### config.mk
export PLATFORM = sky130hd
export DESIGN_NAME = wmf_ram
export DESIGN_NICKNAME = d
export VERILOG_FILES = /design/src/rtl/wmf_ram.sv
export SDC_FILE = /design/constraint.sdc
export NUM_CORES = 1
export LEC_CHECK = 0
export BUFFER_PORTS_ARGS = -buffer_cell sky130_fd_sc_hd__buf_2
export CORE_ASPECT_RATIO = 1.25
export CORE_MARGIN = 5
export CORE_UTILIZATION = 25
export CTS_CLUSTER_SIZE = 12
export DETAILED_ROUTE_END_ITERATION = 6
export PLACE_DENSITY = 0.47
export SKIP_CTS_REPAIR_TIMING = 1
export SLEW_MARGIN = 30
export SYNTH_ARGS = -nofsm -noshare
export SYNTH_HDL_FRONTEND = slang
export SYNTH_SLANG_ARGS = --single-unit
### constraint.sdc
create_clock -name clk_i -period 1.9 [get_ports clk_i]
set_clock_uncertainty 0.05 [all_clocks]
set_input_delay 0.095 -clock clk_i [delete_from_list [all_inputs] [get_ports clk_i]]
set_output_delay 0.095 -clock clk_i [all_outputs]
set_load 0.02 [all_outputs]
### src/rtl/wmf_ram.sv
// Generic single-write, single-read RAM with registered read data.
// No dependencies.
module wmf_ram #(
  parameter int Width = 8,
  parameter int Depth = 16
) (
  input  logic                     clk_i,
  input  logic                     we_i,
  input  logic [$clog2(Depth)-1:0] waddr_i,
  input  logic [Width-1:0]         wdata_i,
  input  logic [$clog2(Depth)-1:0] raddr_i,
  output logic [Width-1:0]         rdata_o
);

  logic [Width-1:0] mem [Depth];
  logic [Width-1:0] rdata_q;

  always_ff @(posedge clk_i) begin
    if (we_i) begin
      mem[waddr_i] <= wdata_i;
    end
    rdata_q <= mem[raddr_i];
  end

  assign rdata_o = rdata_q;

endmodule

==> impl_metrics.tcl <==
set metrics [dict create \
    drv.max_cap_violation_count 0 \
    leakagePower_nw 2.11 \
    timing.final.max_slew_violations 0 \
    grt_setup_unrepaired "no" \
    diodes 0 \
    die_w_microns 138 \
    crit_path_start_kind "flop" \
    start_util 0.255 \
    length_of_the_first_detailed_routing_pass_in_iterations 7 \
    final_period_minus_worst_setup_slack_ns 1.46 \
    synthesis.area_per_instance_sq_um 22.5 \
    detail-route-antenna-nets 0 \
    crit_type "flop to flop" \
    synth_most_common_cell "edfxtp_1" \
    groute.usage.overall 0.105 \
    post-place-ws_ns 0.230 \
    grt_first_pass_wirelength_mm 17.5 \
    antenna_found_initial 0 \
    synthDistinctLibCells 19 \
    clkSlewWorstSetupHoldPaths_ns 0.06 \
    io_pins 26 \
    critPathBufInv 0 \
    std_cell_rows 58 \
    wl_mm 11.8 \
    drt-initial-drc-count 171 \
    post_synth_mux_area_share 0.150 \
    ir_drop_mv 0.497 \
    yosysWarningCount 0 \
    ys_top_cells_by_area "edfxtp_1 (75%), mux4_2 (7.9%), mux4_1 (7.1%), dfxtp_1 (3.1%), a22oi_1 (2.3%)" \
    groute.layer.met3.usage 0.0298 \
    cts_num_sinks 136 \
    gr-usage-met1 0.141 \
    tritoncts "done" \
    clk_root_buffer_cell "clkbuf_16" \
    worst_slack_setup_final_ns 0.438 \
    die_area_sq_um 23600 \
    tns_ns 0 \
    total_power_mw 7.09 \
    routed_via_density 4.36 \
    ys.flop_type "edfxtp_1" \
    detailed_place_hpwl_mm 7.54 \
    top_usage_layer_grt "met2" \
    list_of_most_frequent_post_synthesis_cells "edfxtp_1 (128), mux4_2 (18), a22oi_1 (16)" \
    final_report_setup_violation_count 0 \
    synth_enable_flop_cells 128 \
    worstPathRequired_ns 2.14 \
    asyncSetResetFlopFracSynth 0 \
    path_delay_family "multiplexers" \
    routed_wire_length_per_instance_microns 20.7 \
    post-synth-top-area-fraction 0.747 \
    end_kind "flop" \
    gpl.final_weighted_congestion 0.708 \
    globalRoute.totalOverflow 0 \
    cts_made_buffers 17 \
    adder_and_majority_gate_portion_of_the_synthesized_area 0 \
    drive_gt1_frac 0.319 \
    layout-area-overhead-vs-synth_pct 22.9 \
    worstPathArrival_ns 1.70 \
    ctsLongestPathBuffers 2 \
    synth_top_family_by_area "multiplexers" \
    drt_drc_violations_left 0 \
    layout_worst_path_cycle_share 0.769 \
    yosys.area.top_type "edfxtp_1" \
    synth-xor-area-share 0 \
    hold_viol 0 \
    timing.hold.ws_ns 0.0167 \
    cts_max_level 4 \
    num-nets-final 303 \
    synth.yosys.seq_area_share 0.778 \
    syn_nets 247 \
    insertion_delay_ns 0.41 \
    crit_path_max_incr_delay_ns 0.48 \
    number_of_global_route_vias_before_repair 2638 \
    post_synth_and_or_nand_nor_area_fraction 0.0318 \
    grt_use_met2 0.163 \
    worst-path-max-fanout 1 \
    fmaxAchievable_mhz 684 \
    run_status "completed" \
    grt_max_degree 33 \
    die_h_microns 170 \
    syn_area_sq_um 5150 \
    post_synth_inst_count 229 \
    detailroute.via_count 2478 \
    path_cells "mux4_2 -> a22oi_1 -> nand2_1" \
    hp-class "input port to flop" \
    synth_compound_gate_area_share 0.0233 \
    floorplan.core_area_sq_um 20200 \
    layout.core_utilization 0.314 \
    relSlewSlack 0.664 \
    crit_slowest_cell "mux4_2" \
    worst_pin_slew_ns 0.504 \
    io_buffers 25 \
    power_density_nw_per_um2 1120 \
    synth-seq-cells 136 \
]
## path summary, 6_finish.rpt
| path | slack, ns | startpoint | depth (start not counted) | endpoint |
|---|---|---|---|---|
| setup reg to reg | 0.44 | mem[3][6] | 3 | rdata_o[6] |
| hold / removal | 0.02 | wdata_i[5] | 1 | mem[8][5] |
| hold reg to reg | 0.62 | mem[12][1] | 3 | rdata_o[1] |
| setup / recovery | 0.44 | mem[3][6] | 3 | rdata_o[6] |
## placed cells by master, fill, tap and decap left out
cell type / count
edfxtp_1: 128
nand3_1: 1
clkinv_1: 2
dfxtp_1: 8
nand3b_1: 2
bufinv_16: 4
clkinv_2: 3
clkbuf_1: 1
nand2b_1: 2
nor3_1: 4
buf_12: 2
and2b_1: 1
a22oi_1: 16
buf_4: 20
clkinv_4: 1
nor2b_1: 1
or3b_2: 1
mux4_1: 14
clkbuf_16: 17
mux4_2: 18
nand2_1: 9
clkinvlp_4: 4
and2_1: 1
nor2_1: 13
buf_2: 25
## kinds of logic after synthesis
kind of cell | Yosys count
AOI/OAI and AO/OA | 16
buffers and inverters | 10
muxes | 32
DFF | 136
and+or+nand+nor | 35
## power breakdown
part	switching, mW	leakage [nW]	total, mW	internal (mW)
Clock	1.19	0.287	3.37	2.18
Combinational	0.213	0.596	0.351	0.138
Sequential	0.0207	1.22	3.38	3.36
Total	1.42	2.11	7.09	5.67
## layout make-up
cell class                      count  area, sq um
Clock inverter                     14          181
Tap cell                          270          338
Timing Repair Buffer               47          315
Fill cell                        2009        13800
Clock buffer                       18          429
Multi-Input combinational cell     83         1060
Sequential cell                   136         4000
## per-stage QoR
step | instances | cell area, sq um
finish | 568 | 6320
global route | 568 | 6320
CTS | 568 | 6320
detailed placement | 536 | 5710
global placement | 536 | 5710
floorplan | 229 | 5150
## metal layers
layer  up-vias  part of all wire
met5         -                 0
met4         0             0.011
met3        11             0.038
met2        60              0.48
met1      1322              0.47
li1       1085                 -
## worst reg2reg max path, delay by kind of cell (launching register included)
kind	cells	cell delay (ns)
AO/OA/AOI/OAI	1	0.34
flip-flops	1	0.36
multiplexers	1	0.48
AND/OR/NAND/NOR	1	0.11
## state kept, by name, summed over array words and instances (netlist names)
signal and count:
mem 128, rdata_o 8
No activity file was read; power rests on OpenSTA's default activity.
