--- src/rtl/wmf_pkg.sv ---
// Shared constants and types of the windowed median filter.
// No dependencies; the lane, merge and top-level files import this package.
package wmf_pkg;

  localparam int PIX_W      = 8;
  localparam int NUM_CH     = 3;
  localparam int WORD_W     = PIX_W * NUM_CH;
  localparam int CFG_IDX_W  = 3;
  localparam int CFG_DATA_W = 16;
  localparam int COL_OUT_W  = 10;
  localparam int ROW_W      = 16;

  localparam int MAX_WIDTH_DEF = 1024;
  localparam int MAX_WIN_DEF   = 5;

  localparam logic [10:0] IMG_W_RST = 11'd640;
  localparam logic [15:0] IMG_H_RST = 16'd480;
  localparam logic [2:0]  WIN_RST   = 3'd3;
  localparam logic [2:0]  CTR_RST   = 3'd1;

  typedef enum logic [CFG_IDX_W-1:0] {
    CFG_IMAGE_WIDTH   = 3'd0,
    CFG_IMAGE_HEIGHT  = 3'd1,
    CFG_WINDOW_WIDTH  = 3'd2,
    CFG_WINDOW_HEIGHT = 3'd3,
    CFG_CENTER_X      = 3'd4,
    CFG_CENTER_Y      = 3'd5,
    CFG_COLOR_MODE    = 3'd6
  } cfg_reg_e;

  typedef logic [PIX_W-1:0] pix_t;

endpackage

--- src/rtl/wmf_merge.sv ---
// Merges the lane results into the channel medians; channels 1 and 2 are zero unless color_i is set.
// Depends on wmf_pkg.
module wmf_merge (
  input  wmf_pkg::pix_t lo_i  [wmf_pkg::NUM_CH],
  input  wmf_pkg::pix_t hi_i  [wmf_pkg::NUM_CH],
  input  logic          color_i,
  output wmf_pkg::pix_t med_o [wmf_pkg::NUM_CH]
);
  import wmf_pkg::*;

  logic [PIX_W:0] sum [NUM_CH];

  // For an odd count both middle values are the same element, so the mean is exact.
  always_comb begin
    for (int c = 0; c < NUM_CH; c++) begin
      sum[c] = {1'b0, lo_i[c]} + {1'b0, hi_i[c]};
      if (c == 0 || color_i) begin
        med_o[c] = sum[c][PIX_W:1];
      end else begin
        med_o[c] = '0;
      end
    end
  end

endmodule

--- config.mk ---
export PLATFORM = sky130hd
export DESIGN_NAME = wmf_merge
export DESIGN_NICKNAME = d
export VERILOG_FILES = /design/src/rtl/wmf_pkg.sv /design/src/rtl/wmf_merge.sv
export SDC_FILE = /design/constraint.sdc
export NUM_CORES = 1
export LEC_CHECK = 0
export BUFFER_PORTS_ARGS = -buffer_cell sky130_fd_sc_hd__buf_2
export CAP_MARGIN = 20
export CORE_MARGIN = 5
export CORE_UTILIZATION = 44
export DETAILED_ROUTE_END_ITERATION = 8
export PLACE_DENSITY_LB_ADDON = 0.3
export SYNTH_ARGS = -nofsm -noshare
export SYNTH_HDL_FRONTEND = slang
export SYNTH_SLANG_ARGS = --single-unit
export TNS_END_PERCENT = 1
--- constraint.sdc ---
create_clock -name vclk -period 2.3
set_input_delay 0.345 -clock vclk [all_inputs]
set_output_delay 0.345 -clock vclk [all_outputs]
set_load 0.05 [all_outputs]
==> impl_metrics.toml <==
[timing]
fin_ws_ps = -27.96
max_freq_ghz = 0.4296
timing.final.max_slew_violations = 0
finalCritPeriodShare = 1.012
max_slew_margin = 0.7591
setup_violations = 2
setup-tns-final_ps = -40.08
rsz0062_at_grt = "yes"
final_hold_viol_count = 0
finalCriticalPeriod_ps = 2328
worst_slew_pin_slew_ps = 361.3

[setup_path]
crit_end = "med_o[5]"
cp_data_required_time_ps = 1960
crit_start = "lo_i[0]"
cp-start-kind = "primary input"
critPathMaxFanout = 2
crit_arrival_ps = 1980
critical_path_class = "in -> out"
crit_path_end_kind = "primary output"

[status]
status = "complete, but fails checks"
failed_checks = "negative setup slack"

[drt]
drc = 0
dr.first_iter.drc_count = 24
via_per_inst = 5.424
dr_total_vias = 1383
totalWireLength_um = 3244
ant_nets = 0
dr.pass1.iters = 4
wire_per_inst_um = 12.72

[final_layout]
seq_area_um2 = 0
seq_cells = 0
finalNonFillerCells = 255
antenna_cells = 0
n_clock_buffer = 0
nets = 302
syn_to_final_growth_pct = 58.75
drive_above_1_share = 0.5066

[power_and_ir_drop]
power_switching_share = 0.6305
vdd_drop_max_uv = 295.1
power_frac_seq = 0
intPower_uw = 240.6
p_sw_uw = 410.5
cellPowerDensity_nw_per_um2 = 387.5
leakage_uw = 0.0008649
combinationalPowerShare = 1.000
p_clk_frac = 0

[synth]
yosys-top-cells-count = "ha_1, nor2_1, o21ai_0"
syn-num-nets = 210
yosys_warnings = 0
yosysMostFrequentCell = "ha_1"
mappedNetlistArea_um2 = 1059
synth_cell_types = 38
ys_seq_area_frac = 0
syn-instance-count = 137
netlist_top_cells_area = "ha_1, fa_1, nor2_1, a2111oi_4, o21ai_0"
avgSynthCellArea_um2 = 7.726
yosys.area.top_type_share = 0.2482
synth_top_cell_by_area = "ha_1"

[grt]
grtUsageTotal = 0.1922
grt_pass1_wl_um = 5609
grt_max_degree = 11
grt-ovfl-total = 0
grt_pass1_vias = 1426
grt_antenna_before_repair = 0

[clock_network]
ctsHoldBuffers = 0
cts_setup_buffers = 0

[die]
die_h_um = 59.05
core_um2 = 2255
ios = 73
die_w_um = 59.05
start_util = 0.4695
dieArea_um2 = 3487
row_count = 17

[worst_hold_path]
min_path_type = "in -> out"

[placement]
hpwl_um = 2868
dp_slack_ps = -210.2
place.gp.congestion = 0.8347
io_buffers = 73
place_inst = 255

[flow_run]
max_cap_violations = 0
-- placed cells by master (no fill, tap or decap), types with 4 or more instances in the layout --
master,instances
buf_4,20
xnor2_1,5
inv_1,7
nor2_1,15
o21ai_0,9
nand2_1,9
nor3_1,7
ha_1,20
a21oi_1,5
buf_2,64
a21oi_2,4
-- worst max-delay path: stages --
cell,delay (ps)
buf_2,110
and2_4,150
fa_2,350
a21oi_2,170
o31ai_2,80
or3_1,320
a221oi_2,260
buf_6,200
-- metal layers --
metal | up-vias | global-route usage | wire, um
met2 | 56 | 0.3817 | 1623
met5 | - | 0 | 0
met1 | 621 | 0.2150 | 1257
met3 | 6 | 0.02179 | 303
met4 | 0 | 0.03883 | 59
li1 | 700 | - | -
-- stage by stage --
| step | total power (uW) | hold WS, ps | util | instance area (um2) |
|---|---|---|---|---|
| 2_1_floorplan | 445.9 | 934.8 | - | 1070 |
| 3_3_place_gp | 604.3 | 1170 | 0.7087 | 1598 |
| 3_5_place_dp | 619.4 | 1174 | 0.7087 | 1598 |
| 4_1_cts | 640.1 | 1168 | 0.7281 | 1642 |
| 5_1_grt | 704.8 | 1206 | 0.7453 | 1680 |
| 6_report | 651.1 | 1176 | 0.7453 | 1680 |
-- worst min path at each step --
| stage | start | to | depth (start not counted) |
|---|---|---|---|
| floorplan | color_i | med_o[15] | 2 |
| global placement | color_i | med_o[15] | 4 |
| detailed placement | color_i | med_o[15] | 4 |
| CTS | color_i | med_o[14] | 4 |
| global route | color_i | med_o[14] | 4 |
| finish | color_i | med_o[15] | 4 |
-- power by group through the flow --
stage	Sequential [uW]	Combinational (uW)	Clock (uW)
3_5_place_dp	0	619	0
4_1_cts	0	640	0
2_1_floorplan	0	446	0
3_3_place_gp	0	604	0
6_report	0	651	0
5_1_grt	0	705	0
-- cell families after synthesis --
logic type | after synthesis | share of synthesized area
and+or+nand+nor | 55 | 0.2601
adders and majority gates | 24 | 0.3050
xor gates and xnor gates | 8 | 0.06620
muxes | 2 | 0.01891
buffers and inverters | 8 | 0.02837
AOI/OAI and AO/OA | 40 | 0.3215
-- timing repair --
action	4_1_cts	5_1_grt
pin swaps	3	6
gates resized for setup	15	10
setup endpoints to repair	6	11
-- area by class of cell --
type	instances	area, um2
fillers	177	574.3
well taps	28	35.03
multi-input cells	129	1089
inverters	8	30.03
repair buffers	90	526.8
No activity file was read; power rests on OpenSTA's default activity.
